### src/rtl/core/sdcsd_pkg.sv
// Shared types, constants and decode functions for the SD CSD register checker.
// No dependencies; used by all modules under rtl/core.
`default_nettype none

package sdcsd_pkg;

	localparam int unsigned REG_BYTES = 16;
	localparam int unsigned IDX_W = 4;
	localparam logic [IDX_W-1:0] LAST_IDX = IDX_W'(REG_BYTES - 1);
	localparam logic [IDX_W-1:0] IDX_STRUCT = 4'd0;
	localparam logic [IDX_W-1:0] IDX_SPEED = 4'd3;
	localparam logic [IDX_W-1:0] IDX_BLEN = 4'd5;

	localparam logic [7:0] STRUCT_MASK = 8'hC0;
	localparam logic [7:0] VER_ONE = 8'h00;
	localparam logic [7:0] VER_TWO = 8'h40;
	localparam logic [7:0] RSVD_MASK = 8'h3F;
	localparam logic [7:0] SPEED_NORMAL = 8'h32;
	localparam logic [7:0] SPEED_HIGH = 8'h5A;
	localparam logic [3:0] BLEN_V2 = 4'd9;
	localparam logic [3:0] BLEN_MIN = 4'd9;
	localparam logic [3:0] BLEN_MAX = 4'd11;
	localparam logic [2:0] UNIT_MAX = 3'd3;
	localparam logic [6:0] CRC_POLY = 7'h09;

	localparam int unsigned DATA_W = 8;
	localparam int unsigned OUT_W = 56;

	typedef enum logic [2:0] {
		STATUS_OK        = 3'd0,
		STATUS_CRC_FAIL  = 3'd1,
		STATUS_BAD_VER   = 3'd2,
		STATUS_RESERVED  = 3'd3,
		STATUS_SPEED     = 3'd4,
		STATUS_BLOCK_LEN = 3'd5
	} status_t;

	// captured CSD fields plus running CRC over bytes 0..14
	typedef struct packed {
		logic [7:0] structure;
		logic [7:0] speed;
		logic [3:0] blen_exp;
		logic [6:0] crc;
	} csd_ctx_t;

	typedef struct packed {
		logic [29:0] max_rate_hz;
		logic [15:0] block_length;
		logic        is_version_two;
		status_t     status;
	} csd_result_t;

	function automatic logic [6:0] crc7_byte(input logic [6:0] crc_in, input logic [7:0] b);
		logic [6:0] c;
		logic       fb;
		c = crc_in;
		for (int i = 7; i >= 0; i--) begin
			fb = c[6] ^ b[i];
			c = {c[5:0], 1'b0};
			if (fb) begin
				c = c ^ CRC_POLY;
			end
		end
		return c;
	endfunction

	// time value in tenths times 10^4 Hz
	function automatic logic [19:0] rate_base(input logic [3:0] tv);
		logic [19:0] r;
		case (tv)
			4'd0:    r = 20'd0;
			4'd1:    r = 20'd100000;
			4'd2:    r = 20'd120000;
			4'd3:    r = 20'd130000;
			4'd4:    r = 20'd150000;
			4'd5:    r = 20'd200000;
			4'd6:    r = 20'd250000;
			4'd7:    r = 20'd300000;
			4'd8:    r = 20'd350000;
			4'd9:    r = 20'd400000;
			4'd10:   r = 20'd450000;
			4'd11:   r = 20'd500000;
			4'd12:   r = 20'd550000;
			4'd13:   r = 20'd600000;
			4'd14:   r = 20'd700000;
			4'd15:   r = 20'd800000;
			default: r = 20'd0;
		endcase
		return r;
	endfunction

	function automatic logic [9:0] unit_scale(input logic [2:0] unit);
		logic [9:0] s;
		case (unit)
			3'd0:    s = 10'd1;
			3'd1:    s = 10'd10;
			3'd2:    s = 10'd100;
			3'd3:    s = 10'd1000;
			default: s = 10'd0;
		endcase
		return s;
	endfunction

endpackage

`default_nettype wire

### src/rtl/core/sdcsd_check.sv
// Validation and field decode of a complete CSD register on its final byte.
// Depends on sdcsd_pkg.
`default_nettype none

module sdcsd_check (
	input  sdcsd_pkg::csd_ctx_t    ctx,
	input  wire logic [7:0]        last_byte,
	output sdcsd_pkg::csd_result_t res
);
	import sdcsd_pkg::*;

	logic [7:0]  ver;
	logic        ver_ok;
	logic        blen_bad;
	logic [2:0]  unit;
	logic [29:0] rate;

	assign ver      = ctx.structure & STRUCT_MASK;
	assign ver_ok   = (ver == VER_ONE) || (ver == VER_TWO);
	assign blen_bad = ((ver == VER_ONE) && ((ctx.blen_exp < BLEN_MIN) || (ctx.blen_exp > BLEN_MAX)))
		|| ((ver == VER_TWO) && (ctx.blen_exp != BLEN_V2));
	assign unit     = ctx.speed[2:0];
	assign rate     = rate_base(ctx.speed[6:3]) * unit_scale(unit);

	always_comb begin
		if (ctx.crc != last_byte[7:1]) begin
			res.status = STATUS_CRC_FAIL;
		end else if (!ver_ok) begin
			res.status = STATUS_BAD_VER;
		end else if (!last_byte[0] || ((ctx.structure & RSVD_MASK) != '0)) begin
			res.status = STATUS_RESERVED;
		end else if ((ctx.speed != SPEED_NORMAL) && (ctx.speed != SPEED_HIGH)) begin
			res.status = STATUS_SPEED;
		end else if (blen_bad) begin
			res.status = STATUS_BLOCK_LEN;
		end else begin
			res.status = STATUS_OK;
		end
		res.is_version_two = (ver == VER_TWO);
		res.block_length   = 16'(17'd1 << ctx.blen_exp);
		res.max_rate_hz    = (unit > UNIT_MAX) ? '0 : rate;
	end

endmodule

`default_nettype wire
### config.mk
export PLATFORM = sky130hd
export DESIGN_NAME = sdcsd_check
export DESIGN_NICKNAME = d
export VERILOG_FILES = /design/src/rtl/core/sdcsd_pkg.sv /design/src/rtl/core/sdcsd_check.sv
export SDC_FILE = /design/constraint.sdc
export NUM_CORES = 1
export LEC_CHECK = 0
export BUFFER_PORTS_ARGS = -buffer_cell sky130_fd_sc_hd__buf_2
export CORE_MARGIN = 3
export CORE_UTILIZATION = 40
export DETAILED_ROUTE_END_ITERATION = 10
export PLACE_DENSITY = 0.68
export RECOVER_POWER = 50
export SLEW_MARGIN = 15
export SYNTH_ARGS = -nofsm -noshare
export SYNTH_HDL_FRONTEND = slang
export SYNTH_SLANG_ARGS = --single-unit
### constraint.sdc
create_clock -name vclk -period 7.04
set_input_delay 0.352 -clock vclk [all_inputs]
set_output_delay 0.352 -clock vclk [all_outputs]
set_load 0.01 [all_outputs]
# --- Yosys cells after proc, flatten, opt, wreduce, memory -nomap -nowiden ---
# Memory sizes are Yosys's and may differ from the RTL's.
# Index checks and enable logic that the tools add are counted.
totals:
  input_bits: 35
  memories: 1
  out_inout_bits: 50
  regBits: 0
  latchBits: 0
  ramBits: 0
  wordCells: 32
  mem_bits_ro: 256
memory_table:
  columns: ["name", "words", "width", "read_ports", "rd_clocked_by_memory_dff", "write_ports", "line_no", "source"]
  rows:
  - ["(name not given)", 16, 16, 1, 0, 0, "sdcsd_pkg.sv:70", "case (tv)"]
op_classes:
  add_sub_neg: 0
  n_shift: 1
  reduce_logical: 11
  n_mul: 1
  bitwise_logic: 0
  n_mux: 7
  order_cmp: 3
  eq_ne: 8
  div_mod_pow: 0
ops:
  columns: ["op", "n"]
  rows:
  - ["10-bit case mux with 4 select lines", 1]
  - ["20-bit by 10-bit multiplier with 30-bit output", 1]
  - ["30-bit two-way mux", 1]
  - ["1-bit by 4-bit << shifter with 16-bit output, first input constant", 1]
  - ["3-bit two-way mux", 5]
  - ["8-bit logical NOT", 1]
  - ["8-bit by 6-bit inequality test with 1-bit output, second input constant", 1]
  - ["8-bit by 7-bit inequality test with 1-bit output, second input constant", 1]
  - ["8-bit nonzero test", 1]
  - ["7-bit inequality test", 1]
  - ["3-bit by 2-bit equality test with 1-bit output, second input constant", 2]
  - ["4-bit greater-than comparator, second input constant", 1]
  - ["1-bit logical OR", 4]
  - ["4-bit less-than comparator, second input constant", 1]
  - ["4-bit inequality test, second input constant", 1]
  - ["3-bit by 1-bit equality test with 1-bit output, second input constant", 1]
  - ["3-bit by 2-bit greater-than comparator with 1-bit output, second input constant", 1]
  - ["1-bit logical AND", 3]
  - ["3-bit logical NOT", 1]
  - ["2-bit by 1-bit equality test with 1-bit output, second input constant", 1]
  - ["1-bit logical NOT", 1]

# --- Logic depth before layout (Yosys ltp) ---
# Gate-level depths: netlist (run 1).
depth:
  word_depth: 9
  mapped_depth: 26
  mapped_depth_nobuf: 24

# --- Worst setup path after synthesis (run 1) ---
# Ideal clock, no wire load.
synth_path:
  kind: "input port to output port"
  startpoint: "input ctx[15] (netlist bit)"
  endpoint: "output res[48] (netlist bit)"
  arrival_ps: 5933
  n_path_buf: 2
  t_required_ps: 6688
  stages: 23
  path_slack_ps: 755
  path_cell_list: "buf_2 > inv_2 > ha_1 > nor2b_1 > a21o_1 > o21ai_0 > nand2_1 > fa_1 > inv_1 > fa_1 > fa_1 > fa_1 > inv_1 > fa_1 > inv_1 > ha_1 > buf_6 > a21o_1 > a31o_1 > a21oi_2 > nand3b_1 > o31ai_2 > mux2_1"
synth_lines:
  columns: ["item", "line_no", "source"]
  rows:
  - ["from (decl)", "sdcsd_check.sv:6", "input sdcsd_pkg::csd_ctx_t ctx,"]
  - ["to (decl)", "sdcsd_check.sv:8", "output sdcsd_pkg::csd_result_t res"]

==> metrics, run 1 <==
XOR/XNOR Fraction of Synth Area 3.47%; mux contribution to synthesized area 1.83%; DP Area 6440 um^2; Max VDD drop 67.3 uV; CP max FO 10; clock buffers 0; Comb pwr share 100.0%; drt wl/cell 14.6 um; Final Util 45.8%; power per cell area 109 nW/um^2; kind of path behind the tightest hold check in2out; grt ovf 0; Multi-input gate area 5210 um^2; final hold vios 0; first-pass GRT wire length 24.2 mm; status finished clean; Reg power frac 0%; P_sw 0.432 mW; number of global-route vias before repair 5035; DRT iter0 DRCs 201; setup violators final 0; Filler Cell Count 1396; Slew Viols, Final 0; number of hold buffers added after cts 0; fin cells 982; Final HPWL DP 12.7 mm; Int Power 0.269 mW; Routed Wire Length 14.4 mm; initial antenna violation count 1; gpl congestion 0.904; Max-slew headroom 44.8%; synthesized cell area 5810 um^2; Die Height 127 um; CP endpoint kind output port; Tmin final 6.70 ns; WP buf/inv 6; FF+latch count 0; Met2 Wirelength 6.91 mm; Final Net Count 1015; placed insts 982; DRC 0; Worst path max stage delay 0.55 ns; main combinational cell family by area after synthesis adder cells; PortBufs 81; CP Depth 24; Critical Path RT 6.69 ns; Worst path slowest cell fa_1; Synth Instances 732; ANT nets after route 0; worst setup path startpoint ctx[14]; crit-path cells buf_2, inv_2, ha_1, nor2b_2, nor3_1, a31oi_2, nand2_1, or2_2, fa_1, inv_1, fa_1, fa_1, fa_1, inv_1, fa_1, inv_1, ha_1, nand4_1, a211o_1, o211a_1, o31ai_4, o21ai_1, mux2_4, buf_2; Starting Density 41.4%; Area Growth Syn to Fin 10.7%; Reg area 0 um^2; Ports 85; Post-Synth Simple-Gate Area 18.6%; crit path to res[45]; Worst Max-Slew Pin Slew 0.820 ns; cell leakage power 3.65 nW; maximum capacitance violations 0; CP Class in2out; All-Layer GR Usage 17.9%; crit path DAT 6.34 ns; largest net degree at the start of global routing 23; die width 127 um; Synth warnings 0; Finished Cell Area 6430 um^2; # Post-CTS Setup Buffers 0; Pre-antenna DRT Iters 4; compound-cell area share of the yosys netlist 15.7%; fmax 149 MHz; pre-CTS WS 0.206 ns; WL met1 6.52 mm; setup TNS 0 ns; syn avg cell area 7.94 um^2; fin crit share 95.1%; top cell type's share of synthesized area 30.7%; die area 16000 um^2; Vias/cell 5.21; DR top layer met5; n_diodes 0; met3 WL 771 um; RSZ-0062 raised after global routing false; top post-synthesis cells by area fa_1, ha_1, inv_1; Net Sw Frac 61.6%; Seq/Total Area, Yosys 0%; Synth cell types 62; cell taking the most area after synthesis fa_1; share of layout cells above drive strength 1 14.1%; post-synthesis adder-cell area fraction 49.6%; CP startpoint kind input pin; Worst path most repeated cell fa_1; Clock power frac 0%; DR vias 5115; fin worst setup slack 0.344 ns; Std-Cell Rows 43; CP top delay family adder cells; core area 14000 um^2
tightest hold or removal path, cell delays in order:
cell	delay [ns]
buf_2	0.12
nor2b_1	0.05
clkbuf_1	0.12
logic make-up after synthesis:
logic type                 count (synthesis)
AOI/OAI and AO/OA                        126
muxes                                      9
buffers and inverters                    156
adders and majority gates                177
and+or+nand+nor                          240
xor gates and xnor gates                  23
other                                      1
cells in the mapped netlist, types with 3 or more instances:
library cell  number
xnor2_1           14
ha_1              87
nand3_1           10
a41o_1             3
a211oi_1           4
o211ai_1           6
nor2_1            66
buf_4              4
a31oi_1            3
a21o_1            15
nor4_1             4
nand2_1           90
buf_2             12
a21oi_1           31
and2_1             5
fa_1              89
or2_2              5
inv_1            121
o21ai_1            4
xor2_1             9
nand2b_1          12
o21ai_0           21
nor2b_1           13
o21a_1            11
clkbuf_1          14
nand4_1            6
mux2_2             3
buf_1              3
nor3_1            22
per-layer routing:
metal,up-vias,track usage [%]
met1,2410,25.9
met4,2,1.64
li1,2521,-
met3,14,1.26
met5,-,0
met2,168,30.8
per-stage QoR:
| stage | hold WS [ns] | power, mW |
|---|---|---|
| 5_1_grt | 1.02 | 0.796 |
| 3_5_place_dp | 0.999 | 0.694 |
| 4_1_cts | 1.00 | 0.704 |
| 2_1_floorplan | 0.750 | 0.515 |
| 6_report | 0.989 | 0.702 |
| 3_3_place_gp | 0.996 | 0.692 |
final cells by class:
type / instances / area share, %
Timing Repair Buffer: 101 / 8.31
Multi-Input combinational cell: 579 / 81.1
Tap cell: 180 / 3.50
Inverter: 122 / 7.12
how the worst min path moves through the flow:
stage	startpoint	endpoint	slack, ns	cells after the start
2_1_floorplan	ctx[26]	res[3]	0.75	1
3_3_place_gp	ctx[26]	res[3]	1.0	3
3_5_place_dp	ctx[26]	res[3]	1.0	3
4_1_cts	ctx[26]	res[3]	1.0	3
5_1_grt	ctx[26]	res[3]	1.02	3
6_report	ctx[26]	res[3]	0.99	3
layout by cell type, fill, tap and decap left out, types with 3 or more instances in the layout:
cell | netlist | layout
o21a_1 | 11 | 11
ha_1 | 87 | 87
conb_1 | 1 | 4
buf_2 | 12 | 61
nand4_1 | 6 | 6
a21oi_1 | 31 | 30
nor2b_1 | 13 | 12
o211ai_1 | 6 | 6
o21ai_0 | 21 | 20
nand3_1 | 10 | 10
clkbuf_1 | 14 | 19
a31oi_2 | 2 | 3
and2_1 | 5 | 5
nor3_1 | 22 | 22
inv_1 | 121 | 120
nor2_1 | 66 | 66
nand2_1 | 90 | 90
nor4_1 | 4 | 4
buf_4 | 4 | 20
a211oi_1 | 4 | 4
fa_1 | 89 | 89
xor2_1 | 9 | 9
a41o_1 | 3 | 3
o21ai_1 | 4 | 4
or2_2 | 5 | 5
mux2_1 | 2 | 3
xnor2_1 | 14 | 14
nand2b_1 | 12 | 12
a21o_1 | 15 | 15
timing repair:
action	4_1_cts	5_1_grt
setup endpoints to repair	0	5
endpoints found under the hold margin	0	0
resized for setup	0	7
power groups by stage:
stage	sequential [mW]	combinational, mW	clock (mW)
global placement	0	0.692	0
global route	0	0.796	0
floorplan	0	0.515	0
CTS	0	0.704	0
detailed placement	0	0.694	0
finish	0	0.702	0
Note: power is estimated with default switching activity, not from simulation.
==> inputs of run 2 (changes only) <==
ABC_AREA = 0   (was unset)
CORE_MARGIN = 5   (was 3)
SETUP_SLACK_MARGIN = 0.02   (was unset)
==> run 2 against run 1 <==
  * Total power barely moved
  * Non-clock buffer count grew 1
  * Critical path depth up 2
  * Hold slack got worse by 0.0017 ns
  * Via count is 1.4% lower
  * Cell area barely moved
  * Sequential cell count stayed put
  * Global-route usage fell by 0.57 points
  * Wire length barely moved
  * Final cell count is 0.51% higher
  * Core utilization down 1.0 points
  * Largest cell class unchanged
  * Highest routed layer unchanged
==> metrics, run 2 (same netlist as run 1, synthesis figures left out) <==
status finished clean; Area Growth Syn to Fin 10.8% (about the same); RSZ-0062 raised after global routing false; Clock power frac 0% (unchanged); CP max FO 10 (unchanged); setup TNS 0 ns (unchanged); DR top layer met5; PortBufs 81 (unchanged); WL met1 6.55 mm (+0.46%); kind of path behind the tightest hold check in2out; Tmin final 6.72 ns (+0.0259 ns); Filler Cell Count 1436 (+2.9%); Vias/cell 5.11 (-1.9%); Worst path max stage delay 0.55 ns (about the same); Int Power 0.272 mW (+0.91%); cell leakage power 3.66 nW (+0.19%); setup violators final 0 (unchanged); DRT iter0 DRCs 216 (+7.5%); final hold vios 0 (unchanged); first-pass GRT wire length 24.5 mm (+1.1%); pre-CTS WS 0.249 ns (+0.0432 ns); Max-slew headroom 45.7% (+0.90 points); Worst Max-Slew Pin Slew 0.807 ns (-0.0134 ns); fin crit share 95.5% (+0.37 points); Die Height 131 um (+3.2%); Net Sw Frac 61.2% (-0.36 points); Comb pwr share 100.0% (about the same); hold path start ctx[26]; power per cell area 109 nW/um^2 (-0.12%); fin worst setup slack 0.318 ns (-0.0259 ns); die width 131 um (+3.2%); Pre-antenna DRT Iters 4 (unchanged); Met2 Wirelength 6.84 mm (-1.0%); initial antenna violation count 2 (+1); Final Net Count 1016 (+0.099%); clock buffers 0 (unchanged); grt ovf 0 (unchanged); die area 17000 um^2 (+6.4%); worst hold endpoint res[3]; crit path DAT 6.37 ns (+0.03 ns); Worst path slowest cell fa_1; FF+latch count 0 (unchanged); CP Class in2out; drt wl/cell 14.6 um (-0.44%); Final HPWL DP 12.9 mm (+1.7%); most frequent cells in the layout inv_1, nand2_1, fa_1, ha_1, nor2_1; gpl congestion 0.911 (+0.71%); Max VDD drop 71.6 uV (+6.4%); Std-Cell Rows 44 (+2.3%); ANT nets after route 0 (unchanged); Starting Density 40.4% (-0.94 points); CP endpoint kind output port; Ports 85 (unchanged); P_sw 0.430 mW (-0.60%); met3 WL 803 um (+4.2%); Routed Wire Length 14.4 mm (about the same); DRC 0 (unchanged); Reg power frac 0% (unchanged); final total power 0.701 mW (about the same); n_diodes 0 (unchanged); Hold Path Depth 3 (unchanged); number of global-route vias before repair 5043 (+0.16%); Reg area 0 um^2 (unchanged); fmax 149 MHz (-0.39%); largest net degree at the start of global routing 26 (+13%); All-Layer GR Usage 17.4% (-0.57 points); core area 14400 um^2 (+2.3%); Slew Viols, Final 0 (unchanged); maximum capacitance violations 0 (unchanged); Critical Path RT 6.69 ns (about the same); number of hold buffers added after cts 0 (unchanged); CP startpoint kind input pin; DR vias 5042 (-1.4%); commonest non-fill, non-tap cell in the layout inv_1; share of layout cells above drive strength 1 14.1% (-0.018 points)
[run 2: power by group through the flow]
| stage | registers (mW) | logic [mW] | clock network [mW] |
|---|---|---|---|
| floorplan | 0 | 0.515 | 0 |
| global placement | 0 | 0.693 | 0 |
| detailed placement | 0 | 0.694 | 0 |
| CTS | 0 | 0.704 | 0 |
| global route | 0 | 0.802 | 0 |
| finish | 0 | 0.701 | 0 |
[run 2: area by class of cell]
| type | instances | area (um^2) | share of cell area (%) |
|---|---|---|---|
| Multi-Input combinational cell | 579 | 5210 | 80.9 |
| Timing Repair Buffer | 102 | 542 | 8.42 |
| Inverter | 122 | 458 | 7.11 |
| Tap cell | 184 | 230 | 3.58 |
[run 2: stage by stage]
| step | area (um^2) | hold WS [ns] | utilization [%] | instances |
|---|---|---|---|---|
| after CTS | 6440 | 1.00 | 44.8 | 986 |
| after detailed placement | 6440 | 0.997 | 44.8 | 986 |
| final | 6440 | 0.987 | 44.8 | 987 |
| after global placement | 6440 | 1.00 | 44.8 | 986 |
| after global routing | 6440 | 1.02 | 44.8 | 987 |
| after floorplan | 5820 | 0.750 | - | 735 |
[run 2: per-layer routing]
metal,vias up,global-route usage [%]
met5,-,0
met4,4,1.94
met3,14,1.67
met2,144,29.5
met1,2363,25.0
li1,2517,-
[run 2: what timing repair did]
action                                  4_1_cts  5_1_grt
endpoints found under the hold margin         0        0
resized for setup                             0        5
buffers inserted                              0        1
endpoints found under the setup margin        0        7
[run 2: how the worst max path moves through the flow]
stage	to	slack (ns)	depth (start not counted)	startpoint
after global routing	res[48]	0.02	26	ctx[14]
final	res[48]	0.32	26	ctx[14]
after CTS	res[46]	0.22	24	ctx[14]
after floorplan	res[48]	0.75	23	ctx[15]
after global placement	res[48]	0.34	24	ctx[14]
after detailed placement	res[46]	0.25	24	ctx[14]
[run 2: critical path, delay by kind of cell]
family	cells	cell delay, ns
buffers and inverters	8	0.73
AOI/OAI and AO/OA	6	1.29
and+or+nand+nor	4	0.43
muxes	1	0.34
adders and majority gates	7	3.22
